`src/design/assert_macros.svh`:
```
// assertion macros used by the top-level rtl file
`ifndef ASSERT_MACROS_SVH
`define ASSERT_MACROS_SVH

// same-cycle implication, held off during reset
`define ASSERT_IMP(lbl, clk, rst_n, ante, cons) \
  lbl: assert property (@(posedge clk) disable iff (!rst_n) (ante) |-> (cons)) \
    else $error("assertion failed: implication");

// implication after a fixed number of cycles
`define ASSERT_DLY(lbl, clk, rst_n, ante, n, cons) \
  lbl: assert property (@(posedge clk) disable iff (!rst_n) (ante) |-> ##n (cons)) \
    else $error("assertion failed: delayed implication");

`endif

```
`src/design/isr_pkg.sv`:
```
// shared constants, types and the recurrence step for the square root block
package isr_pkg;

  localparam int RADICAND_WIDTH = 32;
  localparam int STEPS          = (RADICAND_WIDTH + 1) / 2;
  localparam int PAD_WIDTH      = 2 * STEPS;
  localparam int REM_WIDTH      = STEPS + 2;
  localparam int ROOT_WIDTH     = 16;
  localparam int QUEUE_DEPTH    = 2;
  localparam int QPTR_WIDTH     = $clog2(QUEUE_DEPTH);
  localparam int QCNT_WIDTH     = $clog2(QUEUE_DEPTH + 1);
  // accept edge to result cycle: front register, queue slot, one stage per step
  localparam int LATENCY        = STEPS + 2;

  // one queued transaction
  typedef struct packed {
    logic [PAD_WIDTH-1:0] radicand;
    logic                 zero;
  } item_t;

  // queue status seen by the front part
  typedef struct packed {
    logic can_push;
    logic pop;
  } qstat_t;

  // partial remainder and root between steps
  typedef struct packed {
    logic [REM_WIDTH-1:0] rem;
    logic [STEPS-1:0]     root;
  } step_t;

  // one restoring step: bring down two bits, try 4*root+1
  function automatic step_t isr_step(input step_t cur, input logic [1:0] pair);
    logic [REM_WIDTH-1:0] rem_sh;
    logic [REM_WIDTH-1:0] trial;
    step_t                nxt;
    rem_sh   = {cur.rem[REM_WIDTH-3:0], pair};
    trial    = {cur.root, 2'b01};
    nxt.root = {cur.root[STEPS-2:0], 1'b0};
    nxt.rem  = rem_sh;
    if (rem_sh >= trial) begin
      nxt.rem     = rem_sh - trial;
      nxt.root[0] = 1'b1;
    end
    return nxt;
  endfunction

endpackage

```
`src/design/isr_front.sv`:
```
// front part: accepts a radicand, pads it and flags the zero case
module isr_front
  import isr_pkg::*;
(
  input  logic                      clk_i,
  input  logic                      rst_ni,
  input  logic                      start,
  output logic                      busy,
  input  logic [RADICAND_WIDTH-1:0] radicand_i,
  input  qstat_t                    qstat_i,
  output logic                      push_o,
  output item_t                     item_o
);

  logic  front_v_q, front_v_d;
  item_t item_q;
  logic  accept;

  // hand the held transaction to the queue when there is room
  assign push_o = front_v_q && qstat_i.can_push;
  assign busy   = front_v_q && !qstat_i.can_push;
  assign accept = start && !busy;
  assign item_o = item_q;

  // valid flag
  always_comb begin
    front_v_d = front_v_q;
    if (accept) begin
      front_v_d = 1'b1;
    end else if (push_o) begin
      front_v_d = 1'b0;
    end
  end

  always_ff @(posedge clk_i or negedge rst_ni) begin
    if (!rst_ni) begin
      front_v_q <= 1'b0;
    end else begin
      front_v_q <= front_v_d;
    end
  end

  // payload capture with classification
  always_ff @(posedge clk_i) begin
    if (accept) begin
      item_q.radicand <= PAD_WIDTH'(radicand_i);
      item_q.zero     <= (radicand_i == '0);
    end
  end

endmodule

```
`src/design/isr_queue.sv`:
```
// short queue between front and back parts
module isr_queue
  import isr_pkg::*;
(
  input  logic   clk_i,
  input  logic   rst_ni,
  input  logic   push_i,
  input  item_t  item_i,
  output qstat_t qstat_o,
  output logic   head_v_o,
  output item_t  head_o
);

  item_t                 slot_q [QUEUE_DEPTH];
  logic [QPTR_WIDTH-1:0] wr_ptr_q, rd_ptr_q;
  logic [QCNT_WIDTH-1:0] cnt_q, cnt_d;
  logic                  pop;

  // the back part takes a transaction every cycle that the queue holds one
  assign pop              = (cnt_q != '0);
  assign head_v_o         = pop;
  assign head_o           = slot_q[rd_ptr_q];
  assign qstat_o.pop      = pop;
  assign qstat_o.can_push = (cnt_q != QCNT_WIDTH'(QUEUE_DEPTH)) || pop;

  // fill count
  always_comb begin
    cnt_d = cnt_q;
    if (push_i && !pop) begin
      cnt_d = cnt_q + 1'b1;
    end else if (!push_i && pop) begin
      cnt_d = cnt_q - 1'b1;
    end
  end

  always_ff @(posedge clk_i or negedge rst_ni) begin
    if (!rst_ni) begin
      cnt_q    <= '0;
      wr_ptr_q <= '0;
      rd_ptr_q <= '0;
    end else begin
      cnt_q <= cnt_d;
      if (push_i) begin
        wr_ptr_q <= wr_ptr_q + 1'b1;
      end
      if (pop) begin
        rd_ptr_q <= rd_ptr_q + 1'b1;
      end
    end
  end

  // slot storage
  always_ff @(posedge clk_i) begin
    if (push_i) begin
      slot_q[wr_ptr_q] <= item_i;
    end
  end

endmodule

```
`src/design/isr_back.sv`:
```
// back part: one pipeline stage per root bit
module isr_back
  import isr_pkg::*;
(
  input  logic                  clk_i,
  input  logic                  rst_ni,
  input  logic                  head_v_i,
  input  item_t                 head_i,
  output logic                  result_valid_o,
  output logic [ROOT_WIDTH-1:0] root_o,
  output logic                  last_zero_o
);

  logic                 v_q    [STEPS];
  step_t                st_q   [STEPS];
  logic [PAD_WIDTH-1:0] rad_q  [STEPS];
  logic                 zero_q [STEPS];

  for (genvar s = 0; s < STEPS; s++) begin : g_stage
    logic                 in_v;
    step_t                in_st;
    logic [PAD_WIDTH-1:0] in_rad;
    logic                 in_zero;

    // stage input: queue head for the first step, previous stage otherwise
    if (s == 0) begin : g_first
      assign in_v    = head_v_i;
      assign in_st   = '0;
      assign in_rad  = head_i.radicand;
      assign in_zero = head_i.zero;
    end else begin : g_next
      assign in_v    = v_q[s-1];
      assign in_st   = st_q[s-1];
      assign in_rad  = rad_q[s-1];
      assign in_zero = zero_q[s-1];
    end

    always_ff @(posedge clk_i or negedge rst_ni) begin
      if (!rst_ni) begin
        v_q[s] <= 1'b0;
      end else begin
        v_q[s] <= in_v;
      end
    end

    // step datapath, top two bits brought down each stage
    always_ff @(posedge clk_i) begin
      st_q[s]   <= isr_step(in_st, in_rad[PAD_WIDTH-1 -: 2]);
      rad_q[s]  <= {in_rad[PAD_WIDTH-3:0], 2'b00};
      zero_q[s] <= in_zero;
    end
  end

  // result strobe and root
  assign result_valid_o = v_q[STEPS-1];
  assign last_zero_o    = zero_q[STEPS-1];
  assign root_o         = zero_q[STEPS-1] ? '0 : ROOT_WIDTH'(st_q[STEPS-1].root);

endmodule

```
`src/design/integer_square_root_32.sv`:
```
// floor square root of a 32-bit radicand, restoring digit-by-digit method
// registered path from accept to result strobe: front register, one queue slot,
// then 16 pipeline stages, one per root bit
// throughput: one transaction per cycle; the 16-stage recurrence pipeline sets it
// reset: asynchronous active low, clears all valid flags and queue pointers
// results cannot be stalled, so busy stays low in normal use
module integer_square_root_32
  import isr_pkg::*;
(
  input  logic                      clk_i,
  input  logic                      rst_ni,
  input  logic                      start,
  output logic                      busy,
  input  logic [RADICAND_WIDTH-1:0] radicand_i,
  output logic                      result_valid_o,
  output logic [ROOT_WIDTH-1:0]     root_o
);

`include "assert_macros.svh"

  qstat_t qstat;
  logic   push;
  item_t  item;
  logic   head_v;
  item_t  head;
  logic   last_zero;

  // accept and classify
  isr_front u_front (
    .clk_i      (clk_i),
    .rst_ni     (rst_ni),
    .start      (start),
    .busy       (busy),
    .radicand_i (radicand_i),
    .qstat_i    (qstat),
    .push_o     (push),
    .item_o     (item)
  );

  // decoupling queue
  isr_queue u_queue (
    .clk_i    (clk_i),
    .rst_ni   (rst_ni),
    .push_i   (push),
    .item_i   (item),
    .qstat_o  (qstat),
    .head_v_o (head_v),
    .head_o   (head)
  );

  // recurrence pipeline
  isr_back u_back (
    .clk_i          (clk_i),
    .rst_ni         (rst_ni),
    .head_v_i       (head_v),
    .head_i         (head),
    .result_valid_o (result_valid_o),
    .root_o         (root_o),
    .last_zero_o    (last_zero)
  );

  // checks on the pipeline and queue
  `ASSERT_DLY(a_fixed_latency, clk_i, rst_ni, start && !busy, LATENCY, result_valid_o)
  `ASSERT_IMP(a_busy_only_when_stuck, clk_i, rst_ni, busy, !qstat.can_push)
  `ASSERT_IMP(a_zero_gives_zero, clk_i, rst_ni, result_valid_o && last_zero, root_o == '0)
  `ASSERT_IMP(a_queue_drains, clk_i, rst_ni, push && !qstat.pop, qstat.can_push)

endmodule

```
`config.mk`:
```
export PLATFORM = sky130hd
export DESIGN_NAME = integer_square_root_32
export DESIGN_NICKNAME = d
export VERILOG_FILES = /design/src/design/isr_pkg.sv /design/src/design/isr_front.sv /design/src/design/isr_queue.sv /design/src/design/isr_back.sv /design/src/design/integer_square_root_32.sv
export VERILOG_INCLUDE_DIRS = /design/src /design/src/design
export SDC_FILE = /design/constraint.sdc
export NUM_CORES = 1
export LEC_CHECK = 0
export ABC_AREA = 1
export CAP_MARGIN = 20
export CORE_UTILIZATION = 50
export CTS_BUF_LIST = sky130_fd_sc_hd__clkbuf_4 sky130_fd_sc_hd__clkbuf_8
export DETAILED_ROUTE_END_ITERATION = 10
export DONT_BUFFER_PORTS = 1
export PLACE_DENSITY_LB_ADDON = 0.3
export SYNTH_ARGS = -nofsm -noshare
export SYNTH_HDL_FRONTEND = slang
export SYNTH_SLANG_ARGS = --single-unit
```
`constraint.sdc`:
```
create_clock -name clk_i -period 7.05 [get_ports clk_i]
set_input_delay 1.41 -clock clk_i [delete_from_list [all_inputs] [get_ports clk_i]]
set_output_delay 1.41 -clock clk_i [all_outputs]
set_load 0.01 [all_outputs]
```
==> results of run 1 <==
==> cell families (layout without fill, tap and decap cells) <==
group	count (synthesis)	in the layout	synth area share, %
other	1	2	0.0126
AOI/OAI and AO/OA	212	212	3.86
DFF	736	736	53.3
xor gates and xnor gates	85	85	2.51
muxes	1	1	0.0337
and+or+nand+nor	1734	1734	25.0
adders and majority gates	153	153	6.44
buffers and inverters	658	821	8.84
==> power groups by stage <==
stage / Sequential (µW) / Clock [µW] / Combinational, µW
5_1_grt: 7060 / 3940 / 6300
6_report: 6860 / 3630 / 5450
3_5_place_dp: 6970 / 0 / 5410
3_3_place_gp: 6940 / 0 / 5350
4_1_cts: 6890 / 3740 / 5450
2_1_floorplan: 6630 / 0 / 4380
==> Yosys cell counts (all sizes together), types with 5 or more instances <==
library cell	count
a21oi	112
and2	8
and3	5
buf	25
clkbuf	11
dfrtp	21
dfxtp	616
edfxtp	99
ha	153
inv	621
nand2	1126
nand3	218
nand3b	24
nand4	55
nor2	251
nor3	30
nor4	9
o21ai	88
o21bai	7
or2	6
xnor2	30
xor2	55
==> final timing paths <==
check	from	end	slack (ps)	cells past startpoint
max	u_back.zero_q[1][7]$_DFF_P_	root_o[2]	4030	1
min	u_back.rad_q[0][233]$_DFF_P_	u_back.rad_q[1][25]$_DFF_P_	300	0
max reg2reg	u_back.st_q[0][241]$_DFF_P_	u_back.st_q[1][21]$_DFF_P_	4770	8
min reg2reg	u_back.rad_q[0][233]$_DFF_P_	u_back.rad_q[1][25]$_DFF_P_	300	0
max in group asynchronous	rst_ni	u_back.g_stage[13].in_v$_DFF_PN0_	6580	0
min in group asynchronous	rst_ni	u_back.g_stage[2].in_v$_DFF_PN0_	390	0
==> through the flow <==
step	utilization, %	power (µW)
finish	56.4	15900
global route	56.4	17300
CTS	56.4	16100
detailed placement	52.2	12400
global placement	52.2	12300
floorplan	-	11000
==> cell usage in the layout (no fill, tap or decap), types with 3 or more instances in the layout <==
cell	synthesis	layout
o21ai_0	62	62
inv_2	10	10
nand3_2	13	13
ha_1	153	153
clkinv_2	0	14
xor2_1	55	55
nand4_1	55	55
o21ai_2	5	5
xnor2_1	30	30
clkbuf_8	0	141
nand3b_1	24	24
o21bai_1	7	7
o21ai_1	21	21
nor2_1	222	221
a21oi_2	7	7
nand2_2	18	18
dfrtp_1	21	21
inv_1	610	610
nand2_4	8	8
nor4_1	9	9
and3_1	5	5
nor3_1	30	30
and2_1	8	8
a21oi_1	104	104
nor2_4	10	10
clkbuf_4	0	30
edfxtp_1	99	99
buf_4	3	4
nor2_2	19	20
dfxtp_1	616	616
or2_1	4	4
nand3_1	205	205
inv_8	0	3
nand2_1	1099	1099
==> state kept, by name, summed over array words and instances, names as in the netlist <==
name,flops
u_back.st_q,360
u_back.rad_q,240
u_queue.slot_q,66
u_front.item_o,33
u_back.zero_q,16
u_back.g_stage.in_v,15
u_queue.cnt_q,2
u_back.result_valid_o,1
u_front.front_v_q,1
u_queue.rd_ptr_q,1
u_queue.wr_ptr_q,1
==> per-layer routing <==
layer  vias up  track usage [%]  share of wire (%)
li1      11279                -                  -
met1      9508             26.2                 47
met2       446             31.5                 45
met3        96             4.32                5.8
met4         0             6.43                2.1
met5         -                0                  0
==> layout make-up <==
cell class                      count  area [µm²]  area share [%]
Clock buffer                      171        2170            6.60
Multi-Input combinational cell   2187       11300            34.3
Timing Repair Buffer                4        30.0          0.0915
Clock inverter                     24         241           0.736
Sequential cell                   736       15800            48.2
Inverter                          622        2340            7.12
Tap cell                          765         957            2.92
==> results.md, run 1 <==
* Status: completed
* Worst-path clk slew at 60 ps
* Mapped Cells at between 3000 and 4000
* Leakage at 0.0172 µW
* Slew Viols, Final at 0
* CTS tree: done
* Ys async rst share at 2.85%
* WP data required at 5640 ps
* Final #Nets at between 3000 and 4000
* DRC at 0
* Critical Path End Type: output port
* # fillers at roughly 5200
* Site Rows at 88
* Type of the tightest min-delay check: flop to flop
* Worst slack, placed at 4560 ps
* Critical-path cell list: nor2_1
* Post-synthesis sequential area ratio at 53.3%
* Cts repair resizes at 0
* Switching share of power at 37.0%
* Hold Slack at around 300 ps
* Ports at 53
* Design area at 32800 µm²
* Delay-heaviest family, CP: flip-flops
* Die area at 60400 µm²
* Gr usage total at 19.6%
* Max transition margin at 49.8%
* Ys Warns at 0
* 1st-iter DRT viols at 1235
* Max Cap Viol at 0
* Prevailing post-synth register cell: dfxtp_1
* Setup TNS at 0 ps
* H-tree depth at 3
* WP data arrival at 1610 ps
* Crit-path max FO at 16
* Clock share of power at 22.8%
* Clock tree buffer depth at 3
* Setup crit start kind: flop
* IO Port Bufs at 0
* Chip width at 246 µm
* Crit Path Category: flop to output port
* Final hold viol count at 0
* Final setup fails at 0
* Via count at 21329
* Crit path time final at 3020 ps
* Diode count at 0
* Cell taking the most area after synthesis: dfxtp_1
* PD cells at 486 nW/µm²
* Peak per-stage delay on the critical path at 720 ps
* Buf/Inv on CP at 0
* Initial Utilization at 51.0%
* Period utilization at 42.9%
* Internal at roughly 10000 µW
* TritonCTS buffer count at 109
* Cells after DPL at approximately 4300
* Post-synth EDFFs at around 100
* First-pass GRT wire length at 96.0 mm
* Netlist Area Pre-Place at between 20000 and 30000 µm²
* Clk_lat worst skew at 720 ps
* Synth Area per Inst at 8.30 µm²
* Comb pwr share at 34.2%
* Yosys reg bits at 736
* Synth top area cells: dfxtp_1, nand2_1, edfxtp_1
* Final cell count without fillers at 4509
* CP max-delay cell: dfxtp_1
* Max Clock Freq at between 0.3 and 0.4 GHz
* Post-DP HPWL at 44.1 mm
* Final WS setup at 4030 ps
* Share of cells above drive strength 1 at under 10%
* # hold bufs at CTS at 0
* # clock sinks at 736
* Largest net degree at the start of global routing at 35
* Synth unique cells at 46
* Core area at 58200 µm²
* Initial antenna violation count at 0
* Total routed wirelength at 58.2 mm
* Gr ovfl total at 0
* # Post-CTS Setup Buffers at 0
* Worst Skew at 29.4 ps
* Routed vias/inst at 4.73
* VDD IR-drop max at 0.286 mV
* Drt pass-1 iters at 5
* Die Height at 246 µm
* Placed cell areas at 30400 µm²
* Synth top area share at 41.5%
* RSZ-0062 raised after global routing: no
* Routed WL per cell at about 13 µm
* Synth-to-layout area growth at 10.5%
* Number of global-route vias before repair at just over 20000
* Sw power at 5900 µW
* Post-route antenna net violation count at 0
* Register share of total power at between 40% and 50%
* Worst Tran Pin Value at 752 ps
* Placer Congestion at slightly above 0.9
* Clock root cell: clkbuf_8
Note: power is estimated with default switching activity, not from simulation.
==> run 2: changes to the inputs <==
==> constraint.sdc (replaced) <==
create_clock -name clk_i -period 2.9 [get_ports clk_i]
set_input_delay 0.58 -clock clk_i [delete_from_list [all_inputs] [get_ports clk_i]]
set_output_delay 0.58 -clock clk_i [all_outputs]
set_load 0.01 [all_outputs]
==> results.md, run 2 (synthesis results as in run 1) <==
* Period utilization at 76.0%
* Buf/Inv on CP at 0 (unchanged)
* VDD IR-drop max at 0.704 mV (+150%)
* Setup TNS at 0 ps (unchanged)
* RSZ-0062 raised after global routing: no
* WP data arrival at 1620 ps (about the same)
* Max transition margin at 38.5% (-11 points)
* CTS tree: done
* Clk_lat worst skew at 710 ps (about the same)
* Crit path time final at about 2200 ps
* Core area at 58200 µm² (unchanged)
* Worst Tran Pin Value at 920 ps (+168 ps)
* Crit Path Category: flop to output port
* Post-route antenna net violation count at 0 (unchanged)
* Clock root cell: clkbuf_8
* Placed cell areas at 30500 µm² (+0.14%)
* Drt pass-1 iters at 5 (unchanged)
* First-pass GRT wire length at 102 mm (+6.0%)
* WP data required at 2320 ps (-3320 ps)
* Ports at 53 (unchanged)
* Die area at 60400 µm² (unchanged)
* Design area at 33400 µm² (+1.8%)
* Most frequent cells in the layout: nand2_1, dfxtp_1, inv_1, nor2_1, nand3_1
* 1st-iter DRT viols at 1389 (+12%)
* Number of global-route vias before repair at 20957 (+4.0%)
* Gr ovfl total at 0 (unchanged)
* IO Port Bufs at 0 (unchanged)
* Routed WL per cell at 13.4 µm (+3.7%)
* Gr usage total at 20.8% (+1.2 points)
* Commonest non-fill, non-tap cell in the layout: nand2_1
* Top reg by flops: u_back.st_q
* Post-DP HPWL at 45.9 mm (+4.2%)
* Cts repair resizes at 0 (unchanged)
* Slew Viols, Final at 0 (unchanged)
* CP max-delay cell: dfxtp_1
* Biggest regs: u_back.st_q x360, u_back.rad_q x240, u_queue.slot_q x66
* Initial antenna violation count at 1 (+1)
* Initial Utilization at 51.0% (unchanged)
* TritonCTS buffer count at 110 (+0.92%)
* # clock sinks at 736 (unchanged)
* Critical-path cell list: nor2_1
* Clock tree buffer depth at 3 (unchanged)
* Worst-path clk slew at 60 ps (about the same)
* Synth-to-layout area growth at 12.4%
* Final cell count without fillers at 4559 (+1.1%)
* Status: completed
* Total routed wirelength at 61.0 mm (+4.8%)
* Setup crit start kind: flop
* Leakage at 0.0174 µW (+1.5%)
* Die Height at 246 µm (unchanged)
* Placer Congestion at 0.953 (+4.5%)
* Max Clock Freq at ~0.45 GHz
* # Post-CTS Setup Buffers at 0 (unchanged)
* Via count at 21679 (+1.6%)
* Type of the tightest min-delay check: primary input to flop
* Cells after DPL at 4318 (+0.093%)
* Share of cells above drive strength 1 at 8.12% (+0.27 points)
* Critical Path End Type: output port
* PD cells at 1190 nW/µm² (+140%)
* Final setup fails at 0 (unchanged)
* Crit-path max FO at 16 (unchanged)
* Hold Slack at 101 ps (-202 ps)
* Max Cap Viol at 0 (unchanged)
* Site Rows at 88 (unchanged)
* Chip width at 246 µm (unchanged)
* Number of flip-flops in the largest register at 360 (unchanged)
* Routed vias/inst at 4.76 (+0.53%)
* Delay-heaviest family, CP: flip-flops
* Final hold viol count at 0 (unchanged)
* Final #Nets at 3887 (+1.0%)
* Peak per-stage delay on the critical path at 710 ps (about the same)
* DRC at 0 (unchanged)
* # fillers at 5203 (-0.80%)
* Worst Skew at 38.4 ps (+9.08 ps)
* H-tree depth at 3 (unchanged)
* Largest net degree at the start of global routing at 35 (unchanged)
-- run 2: layout make-up --
class	count	area (µm²)	area share [%]
inverter	622	2340	7.00
clock inverter	39	484	1.45
tap	765	957	2.87
antenna	1	2.50	0.00749
timing repair buffer	42	423	1.27
sequential	736	15800	47.4
clock buffer	167	2110	6.32
multi-input combinational	2187	11300	33.7
-- run 2: worst paths after layout --
check / from / to / slack (ps) / cells past startpoint
setup reg to reg: u_back.st_q[0][139]$_DFF_P_ / u_back.st_q[0][198]$_DFF_P_ / 700 / 10
setup / recovery: u_back.zero_q[1][7]$_DFF_P_ / root_o[1] / 700 / 1
hold / removal: start / u_front.front_v_q$_DFFE_PN0P_ / 100 / 1
hold reg to reg: u_back.rad_q[0][43]$_DFF_P_ / u_back.rad_q[0][75]$_DFF_P_ / 300 / 0
min in group asynchronous: rst_ni / u_queue.cnt_q[1]$_DFFE_PN0P_ / 460 / 1
max in group asynchronous: rst_ni / u_back.g_stage[8].in_v$_DFF_PN0_ / 1870 / 1
-- run 2: routing by layer --
metal	global-route usage, %	vias up	part of all wire [%]
met1	27.9	9731	47
met5	0	-	0
li1	-	11363	-
met4	6.63	0	2.7
met2	34.1	470	46
met3	3.59	115	4.7
-- run 2: power by group --
group	total (µW)	leakage (µW)	switching, µW	internal, µW
logic	13400	0.00974	8600	4790
clock network	9480	0.00137	3970	5520
registers	16800	0.00632	2100	14700
total	39700	0.0174	14700	25000
-- run 2: through the flow --
stage | total power (µW) | setup slack [ps] | utilization, %
after CTS | 40000 | 561 | 57.3
after floorplan | 26800 | 654 | -
after global routing | 42900 | 502 | 57.4
after global placement | 30100 | 732 | 52.3
after detailed placement | 30300 | 709 | 52.3
final | 39700 | 695 | 57.4
-- run 2: repair_timing --
action	CTS	global route
hold endpoints to repair	87	0
hold buffers	34	0
setup endpoints to repair	0	0
==> run 3: changes to the inputs <==
==> constraint.sdc (replaced) <==
create_clock -name clk_i -period 2.25 [get_ports clk_i]
set_input_delay 0.45 -clock clk_i [delete_from_list [all_inputs] [get_ports clk_i]]
set_output_delay 0.45 -clock clk_i [all_outputs]
set_load 0.01 [all_outputs]
==> results.md, run 3 (synthesis results as in run 1) <==
* Clk_lat worst skew at 720 ps (about the same)
* Initial antenna violation count at 1 (unchanged)
* RSZ-0062 raised after global routing: no
* TritonCTS buffer count at 112 (+1.8%)
* Crit-path max FO at 18 (+2)
* First-pass GRT wire length at 99.6 mm (-2.2%)
* Gr usage total at 20.4% (-0.41 points)
* Total routed wirelength at 60.1 mm (-1.6%)
* Slew Viols, Final at 0 (unchanged)
* Core area at 58200 µm² (unchanged)
* Worst R2R Path Depth at 11 (+1)
* Biggest regs: u_back.st_q x360, u_back.rad_q x240, u_queue.slot_q x66
* Cells after DPL at 4333 (+0.35%)
* Final hold viol count at 0 (unchanged)
* Worst slack, placed at 165 ps (-544 ps)
* Chip width at 246 µm (unchanged)
* Commonest non-fill, non-tap cell in the layout: nand2_1
* Worst-path clk slew at 60 ps (about the same)
* Clock tree buffer depth at 3 (unchanged)
* Final WS setup at 181 ps (-514 ps)
* Die area at 60400 µm² (unchanged)
* Type of the tightest min-delay check: primary input to flop
* Setup TNS at 0 ps (unchanged)
* Die Height at 246 µm (unchanged)
* VDD IR-drop max at 0.719 mV (+2.2%)
* Post-route antenna net violation count at 0 (unchanged)
* Worst Tran Pin Value at 874 ps (-45.9 ps)
* # clock sinks at 736 (unchanged)
* Gr ovfl total at 0 (unchanged)
* Final setup fails at 0 (unchanged)
* CTS tree: done
* Via count at 21612 (-0.31%)
* Largest net degree at the start of global routing at 35 (unchanged)
* Number of global-route vias before repair at 20648 (-1.5%)
* Top reg by flops: u_back.st_q
* Routed WL per cell at 13.2 µm (-1.7%)
* Share of cells above drive strength 1 at 8.34% (+0.22 points)
* Site Rows at 88 (unchanged)
* Setup crit start kind: flop
* Max Clock Freq at between 0.4 and 0.5 GHz
* Ports at 53 (unchanged)
* 1st-iter DRT viols at 1507 (+8.5%)
* Final #Nets at 3906 (+0.49%)
* H-tree depth at 3 (unchanged)
* PD cells at 1510 nW/µm² (+27%)
* Critical Path End Type: flop
* DRC at 0 (unchanged)
* WP data required at 2810 ps (+490 ps)
* Number of flip-flops in the largest register at 360 (unchanged)
* Placer Congestion at 0.947 (-0.62%)
* Crit Path Category: flop to flop
* Clock root cell: clkbuf_8
* WP data arrival at 2630 ps (+1010 ps)
* Initial Utilization at 51.0% (unchanged)
* Synth-to-layout area growth at 12.3%
* Post-DP HPWL at 45.4 mm (-1.2%)
* Max Cap Viol at 0 (unchanged)
* IO Port Bufs at 0 (unchanged)
* Routed vias/inst at 4.73 (-0.44%)
* Final cell count without fillers at 4565 (+0.13%)
* Leakage at 0.0174 µW (about the same)
* Drt pass-1 iters at 8 (+3)
* Max transition margin at 41.5% (+3.1 points)
* Crit path time final at 2070 ps
* Period utilization at 91.9%
* Worst Skew at 50.3 ps (+11.9 ps)
* Most frequent cells in the layout: nand2_1, dfxtp_1, inv_1, nor2_1, nand3_1
* Min-Delay Path Depth at 3 (+2)
* Status: completed
==> run 3: repair_timing <==
item / 4_1_cts / 5_1_grt
endpoints found under the setup margin: 0 / 23
hold endpoints to repair: 88 / 0
setup buffers: 0 / 1
gates resized for setup: 0 / 3
hold buffers: 35 / 0
==> run 3: path summary, 6_finish.rpt <==
path | from | endpoint | slack [ps]
worst min-delay path | radicand_i[20] | u_front.item_o[0]$_DFFE_PP_ | 80
worst max-delay path | u_back.st_q[1][34]$_DFF_P_ | u_back.st_q[1][93]$_DFF_P_ | 180
worst max register to register | u_back.st_q[1][34]$_DFF_P_ | u_back.st_q[1][93]$_DFF_P_ | 180
max in group asynchronous | rst_ni | u_back.g_stage[12].in_v$_DFF_PN0_ | 1420
min in group asynchronous | rst_ni | u_back.g_stage[3].in_v$_DFF_PN0_ | 290
worst min register to register | u_back.rad_q[0][109]$_DFF_P_ | u_back.rad_q[0][141]$_DFF_P_ | 310
==> run 3: power by group <==
part / switching (µW) / internal [µW]
logic: 11200 / 6290
clock network: 4970 / 6400
registers: 2570 / 19000
==> run 3: worst max-delay path: stages, from the launching register on <==
cell and delay [ps]:
dfxtp_1 370, inv_1 60, ha_1 400, nand2_2 90
nor2_2 150, nand3_1 140, nand3_2 110, nand2_2 60
nand2_4 200, inv_4 130, nand2_1 100, nand2_1 70
==> run 3: metrics by stage <==
stage                     total power [µW]  util (%)  hold WS (ps)  area (µm²)
final                                50400      57.3          83.3       33400
after global routing                 54500      57.3          22.1       33400
after CTS                            50800      57.3          2.55       33400
after detailed placement             39100      52.5           155       30600
after global placement               38800      52.5           155       30600
after floorplan                      34500         -           154       29700
==> run 3: layer usage <==
| metal | share of wire [%] | GRT usage, % | vias to the layer above |
|---|---|---|---|
| met5 | 0 | 0 | - |
| met4 | 2.2 | 6.36 | 0 |
| met3 | 5.2 | 3.62 | 103 |
| met2 | 45 | 33.1 | 467 |
| met1 | 48 | 27.6 | 9635 |
| li1 | - | - | 11407 |
==> run 3: layout make-up <==
type	count	area (µm²)
clock buffer	174	2170
clock inverter	21	238
multi-input combinational	2187	11300
tap	765	957
timing repair buffer	59	566
sequential	736	15800
inverter	622	2340
fill	5232	24900
antenna	1	2.50
